`src/rtl/pav_pkg.sv`:
```
package pav_pkg;

  localparam int unsigned RawW   = 16;
  localparam int unsigned CodeW  = 14;
  localparam int unsigned SpeedW = 16;
  localparam int unsigned ScaleW = 16;
  localparam int unsigned ProdW  = CodeW + ScaleW;
  localparam int unsigned SqrtSteps = ProdW / 2;
  localparam int unsigned SqCntW = $clog2(SqrtSteps);
  localparam int unsigned SqRemW = SqrtSteps + 2;

  localparam int unsigned CfgIdxW = 1;
  localparam logic [CfgIdxW-1:0] CFG_PRESSURE_ZERO = 1'b0;
  localparam logic [CfgIdxW-1:0] CFG_SPEED_SCALE   = 1'b1;

  localparam logic [CodeW-1:0]  PressureZeroReset = 14'd8166;
  localparam logic [ScaleW-1:0] SpeedScaleReset   = 16'd28144;

  typedef enum logic [7:0] {
    S_IDLE = 8'b0000_0001,
    S_PUPD = 8'b0000_0010,
    S_PDIV = 8'b0000_0100,
    S_MUL  = 8'b0000_1000,
    S_SQRT = 8'b0001_0000,
    S_SUPD = 8'b0010_0000,
    S_SDIV = 8'b0100_0000,
    S_DONE = 8'b1000_0000
  } state_e;

endpackage

```
`src/rtl/pav_div.sv`:
```
module pav_div import pav_pkg::*; #(
  parameter int unsigned DividendW = 25,
  parameter int unsigned DivisorW  = 9
) (
  input  logic                 clk_i,
  input  logic                 rst_ni,
  input  logic                 start_i,
  input  logic [DividendW-1:0] dividend_i,
  input  logic [DivisorW-1:0]  divisor_i,
  output logic                 busy_o,
  output logic                 done_o,
  output logic [DividendW-1:0] quotient_o
);

  localparam int unsigned CntW = $clog2(DividendW);

  logic                 busy_q, done_q;
  logic [CntW-1:0]      cnt_q;
  logic [DividendW-1:0] quo_q;
  logic [DivisorW-1:0]  div_q, rem_q;
  logic [DivisorW:0]    trial, diff;
  logic                 ge;

  // one quotient bit per cycle, restoring
  assign trial = {rem_q, quo_q[DividendW-1]};
  assign ge    = trial >= {1'b0, div_q};
  assign diff  = trial - {1'b0, div_q};

  always_ff @(posedge clk_i or negedge rst_ni) begin
    if (!rst_ni) begin
      busy_q <= 1'b0;
      done_q <= 1'b0;
      cnt_q  <= '0;
    end else begin
      done_q <= 1'b0;
      if (start_i) begin
        busy_q <= 1'b1;
        cnt_q  <= '0;
      end else if (busy_q) begin
        cnt_q <= cnt_q + 1'b1;
        if (cnt_q == CntW'(DividendW - 1)) begin
          busy_q <= 1'b0;
          done_q <= 1'b1;
        end
      end
    end
  end

  always_ff @(posedge clk_i) begin
    if (start_i) begin
      quo_q <= dividend_i;
      rem_q <= '0;
      div_q <= divisor_i;
    end else if (busy_q) begin
      quo_q <= {quo_q[DividendW-2:0], ge};
      rem_q <= ge ? diff[DivisorW-1:0] : trial[DivisorW-1:0];
    end
  end

  assign busy_o     = busy_q;
  assign done_o     = done_q;
  assign quotient_o = quo_q;

endmodule

```
`config.mk`:
```
export PLATFORM = sky130hd
export DESIGN_NAME = pav_div
export DESIGN_NICKNAME = d
export VERILOG_FILES = /design/src/rtl/pav_pkg.sv /design/src/rtl/pav_div.sv
export SDC_FILE = /design/constraint.sdc
export NUM_CORES = 1
export LEC_CHECK = 0
export ABC_AREA = 1
export BUFFER_PORTS_ARGS = -buffer_cell sky130_fd_sc_hd__buf_2
export CAP_MARGIN = 20
export CELL_PAD_IN_SITES_DETAIL_PLACEMENT = 1
export CELL_PAD_IN_SITES_GLOBAL_PLACEMENT = 1
export CORE_UTILIZATION = 30
export CTS_CLUSTER_DIAMETER = 150
export DETAILED_ROUTE_END_ITERATION = 12
export PLACE_DENSITY = 0.73
export REMOVE_ABC_BUFFERS = 1
export SLEW_MARGIN = 25
export SYNTH_ARGS = -nofsm -noshare
export SYNTH_HDL_FRONTEND = slang
export SYNTH_SLANG_ARGS = --single-unit
```
`constraint.sdc`:
```
create_clock -name clk_i -period 2.63 [get_ports clk_i]
set_clock_uncertainty 0.2 [all_clocks]
set_input_delay 0.526 -clock clk_i [delete_from_list [all_inputs] [get_ports clk_i]]
set_output_delay 0.526 -clock clk_i [all_outputs]
set_load 0.02 [all_outputs]
```
==> After elaboration in Yosys (flattened, before gate mapping) <==
Cells that the tools add are included.
{ "totals": {"register_bits": 50, "inputBits": 37, "out_inout_bits": 27, "wordCells": 22} }
{ "classes": {"add_sub_neg": 2, "order_cmp": 1, "n_eq_ne": 1, "muxes": 11, "reduce_logical": 1} }
{ "op_table": {"columns": ["op", "count"], "rows": [
  ["$mux W25", 2],
  ["$ge A10 B9 Y1", 1],
  ["$mux W5", 2],
  ["$mux W9", 1],
  ["$sub A9 B9 Y9", 1],
  ["$mux W1", 6],
  ["$add A5 B1 Y5 const B", 1],
  ["$eq A5 B5 Y1 const B", 1],
  ["$reduce_bool A2 Y1", 1]
]} }

==> Longest topological paths before layout <==
{ "logic_depth": {"depth_word": 4, "ltp_mapped": 13} }

==> Worst setup path after synthesis <==
Ideal clock, no wire load.
{ "synth_path": {"kind": "reg2reg", "startpoint": "reg quo_q[24] (netlist: quotient_o[24])", "endpoint": "reg rem_q[0]", "arrival_time_ps": 1762, "required_time_ps": 2279, "slack_ps": 517, "path_stages_with_launch": 12, "n_path_buf": 1, "synth_period_minus_slack_ps": 2113, "cell_sequence": "edfxtp_1 inv_1 ha_1 inv_1 fa_1 nand2_1 nand3_2 nand2_2 buf_6 nand3_1 nand3_1 o21ai_0"} }
{ "synth_via": {"elab_chain_len": 2} }
{ "synth_rtl": {"columns": ["item", "line", "rtl"], "rows": [
  ["start: declaration", "pav_div.sv:19", "logic [DividendW-1:0] quo_q;"],
  ["start signal: assignment", "pav_div.sv:51", "quo_q <= dividend_i;"],
  ["start signal: assignment", "pav_div.sv:55", "quo_q <= {quo_q[DividendW-2:0], ge};"],
  ["$sub A9 B9 Y9 / $ge A10 B9 Y1 (equally long branches)", "pav_div.sv:27, pav_div.sv:26", null],
  ["$mux W9 (*)", "pav_div.sv:56", "rem_q <= ge ? diff[DivisorW-1:0] : trial[DivisorW-1:0];"],
  ["end signal: assignment", "pav_div.sv:56", null],
  ["end: declaration", "pav_div.sv:20", "logic [DivisorW-1:0] div_q, rem_q;"]
]} }
Mark *: on every way between the ends. The rest lies on a longest branch, timed or not.
A chain may end at the register's enable or synchronous reset.

==> Worst setup path after layout <==
{ "layout_path": {"startpoint": "reg div_q[5]", "endpoint": "reg rem_q[2]"} }
{ "layout_via": {"elab_chain_len": 2} }
{ "layout_rtl": {"columns": ["item", "line", "rtl"], "rows": [
  ["start: declaration", "pav_div.sv:20", null],
  ["start signal: assignment", "pav_div.sv:53", "div_q <= divisor_i;"],
  ["$ge A10 B9 Y1", "pav_div.sv:26", "assign ge = trial >= {1'b0, div_q};"],
  ["$mux W9", "pav_div.sv:56", null]
]} }
No other way between the ends.

==> metrics.csv <==
metric;value;unit
layout-drive-gt1-share;21.7;%
cts_buffers;5;
max_slew_margin;62.1;%
rsz0062_at_grt;false;
synth_top_area_share;39.4;%
io_pins;64;
drt_pass1_iterations;4;
grt_pass1_vias;2282;
r2r_end;rem_q[2];
n_fill_cell;1021;
drt-total-wl;6260;µm
startpoint_type;flop;
clk_latency;0.31;ns
p_leak;1.65;nW
drt_iter0_markers;88;
hold_viol;0;
tns;0;ns
endpoint_kind;flop;
rows;33;
cts_root_buf;clkbuf_8;
cts_max_path_buffers;2;
drc;0;
synth-simple-area-share;28.9;%
dp_hpwl;4850;µm
cts.sinks;50;
antenna_cells;0;
cpMostUsedCell;nand2_1;
clkSlewWorstSetupHoldPaths;0.09;ns
layout_setup_ws;0.387;ns
pre_cts_slack;0.390;ns
fin_crit;2.24;ns
gp_congestion;0.790;
synth_edf_count;34;
cp.arrival;2.28;ns
grt_util_all_layers;15.0;%
finalSetupViolations;0;
die_w;95.0;µm
hold_path.startpoint;divisor_i[1];
post-cts-setup-buffer-count;0;
wire_per_inst;13.0;µm
power-per-cell-area;766;nW/µm²
cp.required;2.67;ns
ys_types;26;
fin_crit_sh;85.3;%
slew_violations;0;
ys_seq_elements;50;
ant_nets;0;
cap_viol_max_count;0;
crit_path_cell_trace;inv_1 -> ha_1 -> nand2_1 -> inv_1 -> nand2_1 -> nor2_2 -> nor2_2 -> nand2_2 -> nand2_1 -> nand3_1 -> o21ai_0;
yosysWarnings;0;
fin_nets;426;
ir_drop;232;µV
whs_path_depth;1;
io_buffer_count;63;
grt_pass1_wl;10400;µm
synth-xor-area-share;1.01;%
r2r-start;div_q[5];
yosys.area.top_type;edfxtp_1;
gr-total-overflow;0;
synth_top_family_by_area;simple AND/OR/NAND/NOR gates;
status;completed;
yosys_most_used_dff;edfxtp_1;
synth-compound-area-share;3.18;%
synth_area_leaders;edfxtp_1 39%, nand2_1 19%, dfxtp_1 6.9%;
criticalPathCategory;flop to flop;
path_max_fanout;12;
r2r_setup_slack;0.39;ns
dieArea;9020;µm²
antenna_found_initial;0;
htree_num_levels;2;
synthToLayoutAreaGrowth;21.0;%
syn_inst;309;
cts_tree;built;
critPathMaxStageDelay;0.44;ns
slowest_stage;nor2_2;
seqCellArea;1380;µm²
synthMuxAreaShare;0;%
multi_input_area;1020;µm²
reg2regPathDepth;11;
hold_buffers;1;
syn_area;2590;µm²
viasPerCell;4.57;
clock.fmax;446;MHz
hold_class;input pin to flop;
grt_max_degree;32;
synth.avg_cell_area;8.39;µm²
synthArstFlopShare;14.0;%
start_util;31.3;%
power;2.41;mW
vias;2209;
whs_endpoint;div_q[1];
core-area;8300;µm²
die_h;95.0;µm
yosys.area_share.adder;6.08;%
ys_seq_area_share;53.1;%
tightest_slew;0.567;ns
post_cts_resized;0;
## logic make-up (layout without fill, tap and decap cells)
group,after synthesis,count (layout)
adders and majority gates,12,12
DFF,50,50
AOI/OAI and AO/OA,15,15
xor gates and xnor gates,3,3
and+or+nand+nor,181,181
buffers and inverters,48,117
## worst max-delay path by stage
stage,to,cells after the start,from
after floorplan,rem_q[0],11,quotient_o[24]
after global placement,rem_q[0],11,quotient_o[24]
after detailed placement,rem_q[2],11,div_q[3]
after CTS,rem_q[2],11,quotient_o[24]
after global routing,rem_q[2],11,div_q[5]
final,rem_q[2],11,div_q[5]
## worst max-delay path, delay by kind of cell, from the launching register on
family,cells,cell delay (ns)
flip-flops,1,0.34
adder cells (fa/ha/maj),1,0.34
AND/OR/NAND/NOR,7,1.09
AO/OA/AOI/OAI,1,0.09
buffers and inverters,2,0.11
## power breakdown
part | internal [mW] | switching, mW | total [mW]
clock | 0.237 | 0.261 | 0.498
sequential | 0.959 | 0.0730 | 1.03
combinational | 0.327 | 0.549 | 0.876
total | 1.52 | 0.883 | 2.41
## flip-flops by register name, summed over array words and instances (netlist names)
name and flops:
busy_o 1, cnt_q 5, div_q 9, done_o 1, quotient_o 25, rem_q 9
## layer usage
metal	wire, µm	part of all wire [%]	global-route usage (%)
met2	2990	48	25.8
met3	365	5.8	4.11
met4	99	1.6	5.56
met1	2800	45	17.8
met5	0	0	0
## stage by stage
| step | std cells | util, % | instance area [µm²] | hold slack, ns |
|---|---|---|---|---|
| CTS | 483 | 37.8 | 3140 | 0.177 |
| detailed placement | 474 | 36.5 | 3030 | 0.172 |
| floorplan | 301 | - | 2540 | 0.0304 |
| finish | 483 | 37.8 | 3140 | 0.187 |
| global placement | 474 | 36.5 | 3030 | 0.171 |
| global route | 483 | 37.8 | 3140 | 0.177 |
## layout make-up
cell class	instances	share of cell area (%)
clock buffers	7	3.07
inverters	40	4.78
multi-input cells	211	32.4
repair buffers	69	11.6
flip-flops and latches	50	43.9
clock inverters	1	0.120
well taps	105	4.19
## synthesized netlist by cell type (4+ instances only)
master / count
a21oi_1: 6
clkbuf_1: 4
nand3_1: 22
edfxtp_1: 34
dfxtp_1: 9
nor2_1: 10
dfrtp_1: 7
ha_1: 11
nand2_1: 134
inv_1: 40
o21ai_0: 5
## cells in the final DEF, fill, tap and decap left out, types with 7 or more instances in the layout
cell / netlist / final
nand3_1: 22 / 22
buf_2: 1 / 63
inv_1: 40 / 40
ha_1: 11 / 11
dfrtp_1: 7 / 7
nor2_1: 10 / 10
edfxtp_1: 34 / 34
clkbuf_8: 0 / 7
dfxtp_1: 9 / 9
nand2_1: 134 / 134
Power figures use the tool's default switching activity.
